File: src/rtl/fcrd_pkg.sv
// Shared types, codes and constants of the front-coded record decoder.
package fcrd_pkg;

  // Default capacity of the name buffer in bytes
  localparam int unsigned NAME_CAP_DEFAULT = 512;

  // Result queue geometry
  localparam int unsigned QUEUE_DEPTH = 8;
  localparam int unsigned QUEUE_AW    = $clog2(QUEUE_DEPTH);
  localparam int unsigned QUEUE_CW    = $clog2(QUEUE_DEPTH + 1);

  // Field lengths of the record format
  localparam logic [8:0] WIDE_FIELD_BYTES   = 9'd8;
  localparam logic [8:0] PARENT_FIELD_BYTES = 9'd4;

  // Result kinds
  localparam logic [1:0] KIND_RECORD = 2'd0;
  localparam logic [1:0] KIND_NAME   = 2'd1;
  localparam logic [1:0] KIND_STATUS = 2'd2;

  // Block status codes
  localparam logic [1:0] ST_OK          = 2'd0;
  localparam logic [1:0] ST_IN_RECORD   = 2'd1;
  localparam logic [1:0] ST_COUNT_MISM  = 2'd2;
  localparam logic [1:0] ST_BYTES_MISM  = 2'd3;

  // Configuration register indexes
  typedef enum logic [2:0] {
    CFG_HAS_SIZE    = 3'd0,
    CFG_HAS_MTIME   = 3'd1,
    CFG_FOLDER      = 3'd2,
    CFG_RECORD_CNT  = 3'd3,
    CFG_BLOCK_BYTES = 3'd4
  } cfg_idx_e;

  typedef struct packed {
    logic        has_size;
    logic        has_mtime;
    logic        folder_records;
    logic [31:0] record_count;
    logic [47:0] block_bytes;
  } cfg_t;

  typedef struct packed {
    logic [1:0]  kind;
    logic [31:0] record_index;
    logic [8:0]  name_length;
    logic [63:0] entry_size;
    logic [63:0] entry_mtime;
    logic [31:0] parent_index;
    logic        is_root;
    logic [7:0]  name_char;
    logic [1:0]  status;
  } result_t;

  // Up to two results handed to the queue in one cycle, r0 first
  typedef struct packed {
    logic [1:0] n;
    result_t    r0;
    result_t    r1;
  } push_t;

endpackage

File: src/rtl/fcrd_result_fifo.sv
// Result queue that takes up to two results a cycle and delivers one on each pop.
module fcrd_result_fifo import fcrd_pkg::*; (
  input  logic                clk_i,
  input  logic                rst_ni,
  input  push_t               push_i,
  input  logic                pop_i,
  output result_t             head_o,
  output logic [QUEUE_CW-1:0] count_o
);

  result_t              entries [QUEUE_DEPTH];
  logic [QUEUE_AW-1:0]  wr_ptr_q, wr_ptr_d;
  logic [QUEUE_AW-1:0]  rd_ptr_q, rd_ptr_d;
  logic [QUEUE_CW-1:0]  count_q, count_d;
  logic [QUEUE_AW-1:0]  wr_ptr_next;

  assign wr_ptr_next = wr_ptr_q + QUEUE_AW'(1);
  assign wr_ptr_d    = wr_ptr_q + QUEUE_AW'(push_i.n);
  assign rd_ptr_d    = rd_ptr_q + QUEUE_AW'(pop_i);
  assign count_d     = count_q + QUEUE_CW'(push_i.n) - QUEUE_CW'(pop_i);

  // Store incoming results
  always_ff @(posedge clk_i) begin
    if (push_i.n != 2'd0) entries[wr_ptr_q] <= push_i.r0;
    if (push_i.n == 2'd2) entries[wr_ptr_next] <= push_i.r1;
  end

  // Advance pointers
  always_ff @(posedge clk_i or negedge rst_ni) begin
    if (!rst_ni) begin
      wr_ptr_q <= '0;
      rd_ptr_q <= '0;
      count_q  <= '0;
    end else begin
      wr_ptr_q <= wr_ptr_d;
      rd_ptr_q <= rd_ptr_d;
      count_q  <= count_d;
    end
  end

  assign head_o  = entries[rd_ptr_q];
  assign count_o = count_q;

endmodule

File: config.mk
export PLATFORM = sky130hd
export DESIGN_NAME = fcrd_result_fifo
export DESIGN_NICKNAME = d
export VERILOG_FILES = /design/src/rtl/fcrd_pkg.sv /design/src/rtl/fcrd_result_fifo.sv
export SDC_FILE = /design/constraint.sdc
export NUM_CORES = 2
export LEC_CHECK = 0
export ABC_CLOCK_PERIOD_IN_PS = 24000
export BUFFER_PORTS_ARGS = -buffer_cell sky130_fd_sc_hd__buf_2
export CAP_MARGIN = 20
export CELL_PAD_IN_SITES_DETAIL_PLACEMENT = 1
export CELL_PAD_IN_SITES_GLOBAL_PLACEMENT = 2
export CORE_MARGIN = 1.5
export CORE_UTILIZATION = 47
export DETAILED_ROUTE_END_ITERATION = 10
export PLACE_DENSITY = 0.83
export SYNTH_ARGS = -nofsm -noshare
export SYNTH_HDL_FRONTEND = slang
export SYNTH_SLANG_ARGS = --single-unit
File: constraint.sdc
create_clock -name clk_i -period 24 [get_ports clk_i]
set_input_delay 4.8 -clock clk_i [delete_from_list [all_inputs] [get_ports clk_i]]
set_output_delay 4.8 -clock clk_i [all_outputs]
set_load 0.005 [all_outputs]
==> results.py <==
metrics = {
    "placed_design": {
        "place_hpwl_mm": 132,
        "io_buffers": 650,
        "gp_congestion": 0.778,
        "dpl_worst_slack_ns": 13.84,
        "dp_cells": 7219,
    },
    "sta": {
        "fmax_ghz": 0.0950,
        "worst_pin_slew_ns": 1.16,
        "setup_slack_ns": 13.47,
        "rsz0062_at_grt": "no",
        "slew_headroom_pct": 22.9,
        "maxSlewViolCount": 0,
        "skew_ns": 0.0250,
        "setup_viol": 0,
        "hold_viol": 0,
        "hold-worst-slack_ns": 0.609,
        "min_period_ns": 10.53,
        "fin_setup_tns_ns": 0,
        "min_period_over_period_pct": 43.9,
    },
    "setup_path": {
        "crit_arrival_ns": 5.73,
        "cp_max_fo": 46,
        "critPathLaunchType": "register",
        "path_delay_family": "buffers and inverters",
        "worstRegToRegCells": 7,
        "crit_path_end_kind": "primary output",
        "path_class": "register to primary output",
        "r2r_start": "wr_ptr_q[1]",
        "crit_top_cell": "buf_4",
        "cp-startpoint": "rd_ptr_q[0]",
        "cp_cell_sequence": "buf_4 -> buf_4 -> buf_4 -> buf_16 -> buf_4 -> mux4_2 -> mux2_2 -> buf_2",
        "critPathMaxStageDelay_ns": 0.91,
        "crit_cells": 8,
        "cp.required_ns": 19.20,
        "crit_buf_inv": 6,
        "cp_slowest_cell": "dfrtp_4",
    },
    "global_route": {
        "grt_pass1_vias": 51000,
        "antenna_found_initial": 132,
        "overflow": 0,
        "grt_use_total_pct": 26.7,
        "grt_max_degree": 136,
        "grt_pass1_wl_mm": 359,
    },
    "cts": {
        "h-tree-depth": 4,
        "clk_pin_slew_worst_paths_ns": 0.06,
        "post-cts-setup-buffer-count": 0,
        "cts-resized-gates": 0,
        "cts_buffers": 190,
        "cts_hold_buffers": 0,
        "cts_num_sinks": 1722,
        "tritoncts": "done",
        "cts_buffer_depth": 3,
        "clock_latency_ns": 0.82,
        "cts_root_buffer": "clkbuf_16",
    },
    "logic_synthesis": {
        "syn_nets": 4883,
        "synthCells": 4439,
        "yosysSeqAreaShare_pct": 60.9,
        "yosys_warnings": 0,
        "synth_edf_count": 1712,
        "ys_types": 31,
        "synthSimpleGateAreaFrac_pct": 0.105,
        "synth_compound_area_share_pct": 0.0855,
        "yosysTopAreaCell": "edfxtp_1",
        "synthesis.area_mm2": 0.0848,
        "synth-xor-area-share_pct": 0.0900,
        "synth_top_area_share_pct": 60.6,
        "synth_mux_area_share_pct": 36.9,
        "synth_top_family_by_area": "multiplexers",
        "synth_fa_ha_area_share_pct": 0.180,
        "synth_seq_cells": 1722,
        "synthTopCellsByArea": "edfxtp_1 61%, mux2_2 25%, mux4_2 11%",
        "synthFlopType": "edfxtp_1",
        "syn_avg_cell_area_um2": 19.1,
        "ys_async_sr_fraction_pct": 0.581,
    },
    "die": {
        "core_mm2": 0.179,
        "die_h_um": 428,
        "initial_core_util_pct": 47.4,
        "fp.dieW_um": 428,
        "io-pin-count": 651,
        "rows": 155,
        "die-area_mm2": 0.183,
    },
    "power": {
        "intPower_mw": 8.02,
        "vdd_drop_max_v": 0.000104,
        "sw_frac_of_total_pct": 32.9,
        "p_sw_mw": 3.93,
        "power_density_mw_per_mm2": 123,
        "pwr-share-clk_pct": 23.8,
        "p_comb_share_pct": 36.9,
        "p_seq_share_pct": 39.3,
        "leakage_nw": 32.6,
    },
    "layout": {
        "drive_gt1_share_pct": 63.6,
        "nNetsFinal": 5502,
        "stdcell_count": 7669,
        "final_common_cell": "mux2_2",
        "syn2layout_area_growth_pct": 14.1,
        "post-route-util_pct": 54.1,
        "final_cell_mix": "1892 x mux2_2, 1712 x edfxtp_1, 650 x buf_2",
    },
    "worst_hold_path": {
        "min-delay-path-class": "register to register",
        "hp-start": "count_o[3]",
        "hold_depth": 2,
    },
    "detailed_routing": {
        "via_count": 46300,
        "drtAntennaViolNets": 0,
        "dr.pass1.iters": 5,
        "routed_wl_mm": 245,
        "route.detailed.drc": 0,
        "vias_per_cell": 6.04,
        "first_iter_violations": 3570,
        "wl_per_cell_um": 31.9,
    },
    "run": {
        "max-cap-violations": 0,
    },
    "status": {
        "status": "finished clean",
    },
}
==> synthesized netlist by cell type, drive strengths merged (2+ instances only) <==
| cell type | number |
|---|---|
| mux2 | 1926 |
| edfxtp | 1712 |
| mux4 | 428 |
| buf | 236 |
| clkbuf | 69 |
| inv | 13 |
| dfrtp | 10 |
| ha | 9 |
| nand2 | 6 |
| o21ai | 5 |
| xnor2 | 5 |
| fa | 2 |
| nand3 | 2 |
| nor2 | 2 |
| o22ai | 2 |
| o31ai | 2 |
| xor2 | 2 |
==> stage by stage <==
stage	cell area (um^2)	power [mW]
final	96800	11.9
after global routing	96800	12.4
after CTS	96500	12.1
after detailed placement	90600	9.23
after global placement	90600	9.14
after floorplan	84800	7.97
==> power groups by stage <==
stage          Combinational (mW)  Sequential [mW]  Clock (mW)
2_1_floorplan                2.76             5.21           0
3_3_place_gp                 4.42             4.72           0
3_5_place_dp                 4.47             4.76           0
4_1_cts                      4.49             4.71        2.89
5_1_grt                      4.65             4.77        3.00
6_report                     4.41             4.70        2.84
==> registers in the layout, indices dropped and copies added (netlist names) <==
register,count
rd_ptr_q,3
wr_ptr_q,3
count_o,4
entries,1712
==> kinds of logic after synthesis <==
| kind of cell | Yosys count |
|---|---|
| adder cells (fa/ha/maj) | 11 |
| multiplexers | 2354 |
| AND/OR/NAND/NOR | 15 |
| buffers and inverters | 318 |
| flip-flops | 1722 |
| AO/OA/AOI/OAI | 12 |
| XOR/XNOR | 7 |
==> routing by layer <==
layer	up-vias	share of wire, %	GRT usage (%)	wire length (um)
met1	24700	40	33.1	98700
met3	461	5.2	4.83	12800
met5	-	0.14	0	350
li1	19800	-	-	-
met2	1372	50	44.8	122000
met4	54	4.6	13.7	11200
==> worst paths after layout <==
path	endpoint	slack (ns)
worst max-delay path	head_o[74]	13.47
worst min-delay path	count_o[3]	0.61
worst max register to register	entries[4][165]	19.00
worst min register to register	count_o[3]	0.61
max in group asynchronous	rd_ptr_q[0]	19.89
min in group asynchronous	count_o[2]	3.85
==> cell type report <==
cell class | count | area (um^2)
repair buffers | 732 | 4100
clock buffers | 249 | 5060
diodes | 91 | 228
inverters | 13 | 48.8
flip-flops and latches | 1722 | 51700
clock inverters | 108 | 881
fillers | 16100 | 82000
well taps | 2355 | 2950
multi-input cells | 2399 | 31900
==> tightest hold or removal path: stages (launching register included) <==
cell	delay (ns)
dfrtp_1	0.37
xnor2_1	0.14
xnor2_1	0.06
Power figures use the tool's default switching activity.
