## config.mk

```make
export PLATFORM = sky130hd
export DESIGN_NAME = fcrd_parser
export DESIGN_NICKNAME = d
export VERILOG_FILES = /design/src/rtl/fcrd_pkg.sv /design/src/rtl/fcrd_parser.sv
export SDC_FILE = /design/constraint.sdc
export NUM_CORES = 2
export LEC_CHECK = 0
export BUFFER_PORTS_ARGS = -buffer_cell sky130_fd_sc_hd__buf_2
export CORE_MARGIN = 3
export CORE_UTILIZATION = 40
export DETAILED_ROUTE_END_ITERATION = 10
export SETUP_SLACK_MARGIN = 0.1
export SLEW_MARGIN = 20
export SYNTH_ARGS = -nofsm -noshare
export SYNTH_HDL_FRONTEND = slang
export SYNTH_SLANG_ARGS = --single-unit
export TNS_END_PERCENT = 5
```

## constraint.sdc

```tcl
create_clock -name clk_i -period 17.71 [get_ports clk_i]
set_clock_uncertainty 0.05 [all_clocks]
set_input_delay 1.771 -clock clk_i [delete_from_list [all_inputs] [get_ports clk_i]]
set_output_delay 1.771 -clock clk_i [all_outputs]
set_load 0.005 [all_outputs]
```

## src/rtl/fcrd_pkg.sv

```systemverilog
// Shared types, codes and constants of the front-coded record decoder.
package fcrd_pkg;

  // Default capacity of the name buffer in bytes
  localparam int unsigned NAME_CAP_DEFAULT = 512;

  // Result queue geometry
  localparam int unsigned QUEUE_DEPTH = 8;
  localparam int unsigned QUEUE_AW    = $clog2(QUEUE_DEPTH);
  localparam int unsigned QUEUE_CW    = $clog2(QUEUE_DEPTH + 1);

  // Field lengths of the record format
  localparam logic [8:0] WIDE_FIELD_BYTES   = 9'd8;
  localparam logic [8:0] PARENT_FIELD_BYTES = 9'd4;

  // Result kinds
  localparam logic [1:0] KIND_RECORD = 2'd0;
  localparam logic [1:0] KIND_NAME   = 2'd1;
  localparam logic [1:0] KIND_STATUS = 2'd2;

  // Block status codes
  localparam logic [1:0] ST_OK          = 2'd0;
  localparam logic [1:0] ST_IN_RECORD   = 2'd1;
  localparam logic [1:0] ST_COUNT_MISM  = 2'd2;
  localparam logic [1:0] ST_BYTES_MISM  = 2'd3;

  // Configuration register indexes
  typedef enum logic [2:0] {
    CFG_HAS_SIZE    = 3'd0,
    CFG_HAS_MTIME   = 3'd1,
    CFG_FOLDER      = 3'd2,
    CFG_RECORD_CNT  = 3'd3,
    CFG_BLOCK_BYTES = 3'd4
  } cfg_idx_e;

  typedef struct packed {
    logic        has_size;
    logic        has_mtime;
    logic        folder_records;
    logic [31:0] record_count;
    logic [47:0] block_bytes;
  } cfg_t;

  typedef struct packed {
    logic [1:0]  kind;
    logic [31:0] record_index;
    logic [8:0]  name_length;
    logic [63:0] entry_size;
    logic [63:0] entry_mtime;
    logic [31:0] parent_index;
    logic        is_root;
    logic [7:0]  name_char;
    logic [1:0]  status;
  } result_t;

  // Up to two results handed to the queue in one cycle, r0 first
  typedef struct packed {
    logic [1:0] n;
    result_t    r0;
    result_t    r1;
  } push_t;

endpackage

```

## src/rtl/fcrd_parser.sv

```systemverilog
// Record parser: parse state, name buffer memory and the result stage.
module fcrd_parser import fcrd_pkg::*; #(
  parameter int unsigned NameCapacity = NAME_CAP_DEFAULT
) (
  input  logic       clk_i,
  input  logic       rst_ni,
  input  cfg_t       cfg_i,
  input  logic       accept_i,
  input  logic       func_i,
  input  logic [7:0] data_byte_i,
  input  logic       last_i,
  input  logic [8:0] read_pos_i,
  output push_t      push_o
);

  localparam int unsigned AddrW = $clog2(NameCapacity);
  localparam int unsigned LenW  = $clog2(NameCapacity + 1);

  typedef enum logic [7:0] {
    PH_START  = 8'b0000_0001,
    PH_DB_HI  = 8'b0000_0010,
    PH_KEEP   = 8'b0000_0100,
    PH_SLEN   = 8'b0000_1000,
    PH_SUFFIX = 8'b0001_0000,
    PH_SIZE   = 8'b0010_0000,
    PH_MTIME  = 8'b0100_0000,
    PH_PARENT = 8'b1000_0000
  } phase_e;

  // Parse state
  phase_e      phase_q, phase_d;
  logic [LenW-1:0] name_len_q, name_len_d;
  logic [7:0]  fcnt_q, fcnt_d;
  logic [63:0] fshift_q, fshift_d;
  logic [63:0] cap_size_q, cap_size_d;
  logic [63:0] cap_mtime_q, cap_mtime_d;
  logic [31:0] rec_done_q, rec_done_d;
  logic [47:0] bytes_seen_q, bytes_seen_d;

  // Name buffer
  logic [7:0]       name_mem [NameCapacity];
  logic             mem_we;
  logic [AddrW-1:0] wr_addr;
  logic [AddrW-1:0] rd_addr;
  logic [7:0]       ram_q;

  // Result stage
  logic    s1_rec_v_q, s1_st_v_q, s1_rd_v_q, s1_hit_q;
  result_t s1_rec_q, s1_st_q;
  result_t rec_res, st_res, rd_res;

  logic        push_go, read_go, read_hit;
  logic        rec_v, st_v;
  logic [LenW-1:0] len_base;
  logic [63:0] acc;
  logic [8:0]  fcnt_inc;
  logic [31:0] parent;
  logic [31:0] st_index;
  logic [1:0]  st_code;
  phase_e      after_name, after_size;

  assign push_go = accept_i & ~func_i;
  assign read_go = accept_i & func_i;

  assign after_size = cfg_i.has_mtime ? PH_MTIME : PH_PARENT;
  assign after_name = cfg_i.has_size ? PH_SIZE : after_size;

  // Little-endian field accumulation
  assign acc      = fshift_q | (64'(data_byte_i) << {fcnt_q[2:0], 3'b000});
  assign fcnt_inc = {1'b0, fcnt_q} + 9'd1;
  assign len_base = (bytes_seen_q == 48'd0) ? '0 : name_len_q;

  // Next parse state for a pushed byte
  always_comb begin
    phase_d      = phase_q;
    name_len_d   = name_len_q;
    fcnt_d       = fcnt_q;
    fshift_d     = fshift_q;
    cap_size_d   = cap_size_q;
    cap_mtime_d  = cap_mtime_q;
    rec_done_d   = rec_done_q;
    bytes_seen_d = bytes_seen_q;
    mem_we       = 1'b0;
    wr_addr      = '0;
    rec_v        = 1'b0;
    st_v         = 1'b0;
    parent       = acc[31:0];
    st_index     = '0;
    st_code      = ST_OK;
    if (push_go) begin
      name_len_d   = len_base;
      bytes_seen_d = bytes_seen_q + 48'd1;
      unique case (phase_q)
        PH_DB_HI: begin
          phase_d = PH_KEEP;
        end
        PH_KEEP: begin
          if (LenW'(data_byte_i) < len_base) name_len_d = LenW'(data_byte_i);
          phase_d = PH_SLEN;
        end
        PH_SLEN: begin
          fcnt_d = data_byte_i;
          if (data_byte_i == 8'd0) begin
            fcnt_d   = '0;
            fshift_d = '0;
            phase_d  = after_name;
          end else begin
            phase_d = PH_SUFFIX;
          end
        end
        PH_SUFFIX: begin
          // Append while there is room, drop the rest
          if (len_base < LenW'(NameCapacity)) begin
            mem_we     = 1'b1;
            wr_addr    = len_base[AddrW-1:0];
            name_len_d = len_base + LenW'(1);
          end
          fcnt_d = fcnt_q - 8'd1;
          if (fcnt_d == 8'd0) begin
            fshift_d = '0;
            phase_d  = after_name;
          end
        end
        PH_SIZE: begin
          fshift_d = acc;
          fcnt_d   = fcnt_inc[7:0];
          if (fcnt_inc >= WIDE_FIELD_BYTES) begin
            cap_size_d = acc;
            fcnt_d     = '0;
            fshift_d   = '0;
            phase_d    = after_size;
          end
        end
        PH_MTIME: begin
          fshift_d = acc;
          fcnt_d   = fcnt_inc[7:0];
          if (fcnt_inc >= WIDE_FIELD_BYTES) begin
            cap_mtime_d = acc;
            fcnt_d      = '0;
            fshift_d    = '0;
            phase_d     = PH_PARENT;
          end
        end
        PH_PARENT: begin
          fshift_d = acc;
          fcnt_d   = fcnt_inc[7:0];
          if (fcnt_inc >= PARENT_FIELD_BYTES) begin
            rec_v      = 1'b1;
            rec_done_d = rec_done_q + 32'd1;
            fcnt_d     = '0;
            fshift_d   = '0;
            phase_d    = PH_START;
          end
        end
        default: begin
          // Record start: clear per-record captures
          cap_size_d  = '0;
          cap_mtime_d = '0;
          fcnt_d      = '0;
          fshift_d    = '0;
          if (cfg_i.folder_records) begin
            phase_d = PH_DB_HI;
          end else begin
            if (LenW'(data_byte_i) < len_base) name_len_d = LenW'(data_byte_i);
            phase_d = PH_SLEN;
          end
        end
      endcase
      // Close the block
      if (last_i) begin
        st_v     = 1'b1;
        st_index = rec_done_d;
        if (phase_d != PH_START) begin
          st_code = ST_IN_RECORD;
        end else if (rec_done_d != cfg_i.record_count) begin
          st_code = ST_COUNT_MISM;
        end else if (bytes_seen_d != cfg_i.block_bytes) begin
          st_code = ST_BYTES_MISM;
        end else begin
          st_code = ST_OK;
        end
        phase_d      = PH_START;
        fcnt_d       = '0;
        fshift_d     = '0;
        cap_size_d   = '0;
        cap_mtime_d  = '0;
        rec_done_d   = '0;
        bytes_seen_d = '0;
      end
    end
  end

  // Assemble the results of this byte
  always_comb begin
    rec_res              = '0;
    rec_res.kind         = KIND_RECORD;
    rec_res.record_index = rec_done_q;
    rec_res.name_length  = name_len_d[8:0];
    rec_res.entry_size   = cap_size_q;
    rec_res.entry_mtime  = cap_mtime_q;
    rec_res.parent_index = parent;
    rec_res.is_root      = cfg_i.folder_records && (parent == rec_done_q);
    st_res               = '0;
    st_res.kind          = KIND_STATUS;
    st_res.record_index  = st_index;
    st_res.status        = st_code;
  end

  // Read lookup: hit only inside the current name
  assign read_hit = (32'(read_pos_i) < 32'(name_len_q)) &&
                    (32'(read_pos_i) < 32'(NameCapacity));
  assign rd_addr  = AddrW'(read_pos_i);

  always_ff @(posedge clk_i) begin
    if (mem_we) name_mem[wr_addr] <= data_byte_i;
    if (read_go) ram_q <= name_mem[rd_addr];
  end

  // Parse state registers
  always_ff @(posedge clk_i or negedge rst_ni) begin
    if (!rst_ni) begin
      phase_q      <= PH_START;
      name_len_q   <= '0;
      fcnt_q       <= '0;
      fshift_q     <= '0;
      cap_size_q   <= '0;
      cap_mtime_q  <= '0;
      rec_done_q   <= '0;
      bytes_seen_q <= '0;
    end else begin
      phase_q      <= phase_d;
      name_len_q   <= name_len_d;
      fcnt_q       <= fcnt_d;
      fshift_q     <= fshift_d;
      cap_size_q   <= cap_size_d;
      cap_mtime_q  <= cap_mtime_d;
      rec_done_q   <= rec_done_d;
      bytes_seen_q <= bytes_seen_d;
    end
  end

  // Result stage control
  always_ff @(posedge clk_i or negedge rst_ni) begin
    if (!rst_ni) begin
      s1_rec_v_q <= 1'b0;
      s1_st_v_q  <= 1'b0;
      s1_rd_v_q  <= 1'b0;
      s1_hit_q   <= 1'b0;
    end else begin
      s1_rec_v_q <= rec_v;
      s1_st_v_q  <= st_v;
      s1_rd_v_q  <= read_go;
      s1_hit_q   <= read_go & read_hit;
    end
  end

  // Result stage payload
  always_ff @(posedge clk_i) begin
    if (rec_v) s1_rec_q <= rec_res;
    if (st_v)  s1_st_q  <= st_res;
  end

  // Hand the stage to the queue, record before status
  always_comb begin
    rd_res           = '0;
    rd_res.kind      = KIND_NAME;
    rd_res.name_char = s1_hit_q ? ram_q : 8'd0;
    push_o.n  = 2'(s1_rd_v_q) + 2'(s1_rec_v_q) + 2'(s1_st_v_q);
    push_o.r0 = s1_rd_v_q ? rd_res : (s1_rec_v_q ? s1_rec_q : s1_st_q);
    push_o.r1 = s1_st_q;
  end

endmodule

```

==> metrics.md <==
| Metric | Value |
|---|---|
| Peak VDD IR | ~100 uV |
| CTS Hold Bufs | 0 |
| Multi-input logic area | ~46000 sq um |
| Crit Path Max Fanout | slightly below 100 |
| Final Hold Vio Count | 0 |
| Syn_area_per_cell | between 15 and 20 sq um |
| Core box area | around 460000 sq um |
| RD Place Congestion | roughly 0.91 |
| Initial Utilization | roughly 40% |
| Drt total wl | between 400000 and 500000 microns |
| Final setup violation count | 0 |
| CP max-delay cell | buf_4 |
| Number of H-tree levels | 5 |
| Sequential fraction of the synthesis area | between 70% and 80% |
| I/O pins | around 540 |
| DIE WIDTH | approximately 690 microns |
| Top Layer Used | met5 |
| Crit share post-route | around two fifths |
| Vias in the first global route | ~95k |
| FILL cells | just under 40k |
| Outcome | finished, final reports clean |
| Clk sinks | 4642 |
| Area Growth Syn to Fin | 12.68% |
| Skew-Pair Late Insertion Delay | roughly 0.98 ns |
| Die Y | around 690 microns |
| Crit path arrival time | ~7.4 ns |
| Length of routed met3 wiring | approximately 38000 microns |
| Post-CTS resize count | 0 |
| CP startpoint kind | input pin |
| Slew @ Worst Pin | 1.179 ns |
| CP peak stage delay | about 0.80 ns |
| Sum Neg Setup Slack | 0 ns |
| Drt via density | 5.741 |
| Hpwl dp | a little under 300000 microns |
| Critical path endpoint category | register |
| Post-layout worst setup margin | between 10 and 15 ns |
| GRT overflow | 0 |
| Area of the mapped netlist | between 150000 and 200000 sq um |
| Worst slew margin | 21.09% |
| Share of flip-flops with an asynchronous set or reset | under 10% |
| Fmax | 146.5 MHz |
| CP delay by family, top | buffers and inverters |
| Starting DRT DRC Count | approximately 11k |
| Clock buffer depth | 4 |
| Largest net degree at the start of global routing | approximately 170 |
| Max Cap Violations | 0 |
| CP most frequent cell | mux4_2 |
| Overall fraction of global-route tracks in use | between 15 and 20% |
| Pins Over Slew Limit | 0 |
| Clock Tree Root | clkbuf_16 |
| Final Util | between 40% and 50% |
| DRC Markers | 0 |
| Crit-path cells | buf_12, buf_4, buf_12, buf_4, mux4_2, mux4_2, mux4_2, mux2i_1, nor2_1, a21oi_1, a21oi_1 |
| Nets | 9882 |
| Worst hold-check path type | reg -> reg |
| Clock Pin Slew Worst Setup and Hold Paths | roughly 0.06 ns |
| Dpl ws | between 9 and 10 ns |
| CTS tree | done |
| Critical setup path kind | in -> reg |
| Rows | 250 |
| Yosys warnings | 0 |
| Met2 WL | between 200000 and 250000 microns |
| DRT Pass-1 Iters | 6 |
| Seq cells post-synth | about 4.6k |
| Average routed wire per standard cell | ~29 microns |
| Worst path required time | 18.31 ns |
| Detail Route Antenna Nets | 0 |
| Fin crit period | 6.826 ns |
| P per Cell Area | 109.9 nW/um^2 |
| Synth Flop Type | edfxtp_1 |
| Die ar. | 474400 sq um |
| RSZ-0062 raised after global routing | false |
| Buf/Inv on CP | 4 |
| Post-synth EDFFs | approximately 4.3k |
| First-pass GRT wire length | 689700 microns |
| Register area | about 140000 sq um |
| Leakage | just under 70 nW |
| Post-Synthesis Cells | between 9k and 10k |
| Initial antenna violation count | 29 |
| Inserted Clock Buffers | between 400 and 500 |
| Layout cell share with drive strength beyond 1 | between 20% and 30% |
| PortBufs | between 300 and 400 |
| Unique masters post-synth | slightly below 90 |
| Met1 WL | approximately 190000 microns |
| Post-CTS Setup Inserts | 0 |
| Vias | ~94k |
## metrics by stage
stage          instance area [sq um]  hold slack, ns  std cells  power (mW)
3_5_place_dp                  194700          0.3822      15460       13.51
4_1_cts                       210000          0.3861      16330       23.28
3_3_place_gp                  194700          0.3820      15460       13.49
2_1_floorplan                 187100          0.3696       9560       12.98
5_1_grt                       210100          0.3915      16340       23.79
6_report                      210100          0.3859      16350       23.10
## placed cells by master, fill, tap and decap left out, drive strengths merged, types with 87 or more instances in the layout
cell type,Yosys,routed
dfrtp,301,301
clkinv,0,223
conb,2,180
and2,189,189
nor2,663,663
buf,362,523
o21ai,186,186
xnor2,98,98
mux4,1344,1344
nand2,377,377
clkbuf,430,558
o31ai,166,166
inv,71,87
a21oi,138,138
edfxtp,4340,4340
## kinds of logic (layout without fill, tap and decap cells)
family                     count (synthesis)  after routing  share of synthesized area (%)
other                                      2            193                       0.004028
and+or+nand+nor                         1594           1594                          4.001
adders and majority gates                 24             24                         0.1651
buffers and inverters                    863           1461                          2.146
muxes                                   1414           1414                          16.62
DFF                                     4642           4642                          73.95
xor gates and xnor gates                 161            161                         0.7563
AOI/OAI and AO/OA                        682            682                          2.355
## registers in the layout, summed over array words and instances (netlist names)
name          flops
bytes_seen_q     48
cap_mtime_q      64
cap_size_q       64
fcnt_q            8
fshift_q         64
name_len_q       10
name_mem       4096
phase_q           8
push_o           34
ram_q             8
rec_done_q       32
s1_hit_q          1
s1_rd_v_q         1
s1_rec_q        202
s1_rec_v_q        1
s1_st_v_q         1
## final timing paths
kind	from	to	slack [ns]	cells after the start
worst max-delay path	read_pos_i[0]	ram_q[5]	10.88	11
worst min-delay path	cap_size_q[42]	s1_rec_q[149]	0.39	0
worst max register to register	fcnt_q[2]	s1_rec_q[162]	11.29	9
worst min register to register	cap_size_q[42]	s1_rec_q[149]	0.39	0
max in group asynchronous	rst_ni	cap_mtime_q[53]	14.49	3
min in group asynchronous	rst_ni	cap_mtime_q[16]	0.76	1
## area by class of cell
| cell class | count | area share [%] |
|---|---|---|
| clock inverter | 309 | 1.484 |
| antenna | 13 | 0.01548 |
| sequential | 4642 | 65.63 |
| multi-input combinational | 4055 | 21.69 |
| inverter | 71 | 0.1269 |
| tap | 6174 | 3.677 |
| clock buffer | 558 | 5.772 |
| timing repair buffer | 523 | 1.602 |
## Yosys cell counts, types with 138 or more instances
cell type	instances	area share [%]
mux4_2	1344	16
a21oi_1	138	0.37
clkbuf_1	430	0.87
o31ai_1	166	0.67
nand2_1	376	0.76
buf_1	143	0.29
dfrtp_1	301	4.0
buf_4	185	0.74
and2_1	189	0.63
o21ai_0	185	0.50
nor2_1	662	1.3
edfxtp_1	4340	70
## layer usage
| layer | global-route usage, % | vias to the layer above |
|---|---|---|
| li1 | - | 38640 |
| met1 | 27.98 | 50210 |
| met2 | 31.95 | 4264 |
| met3 | 3.536 | 718 |
| met4 | 5.133 | 6 |
| met5 | 0 | - |
## report_power, final
part,internal (mW),switching (mW),leakage [nW]
registers,12.0,0.0291,43.4
logic,0.459,0.788,16.4
clock network,5.64,4.18,7.44
total,18.1,5.00,67.3
No activity file was read; power rests on OpenSTA's default activity.
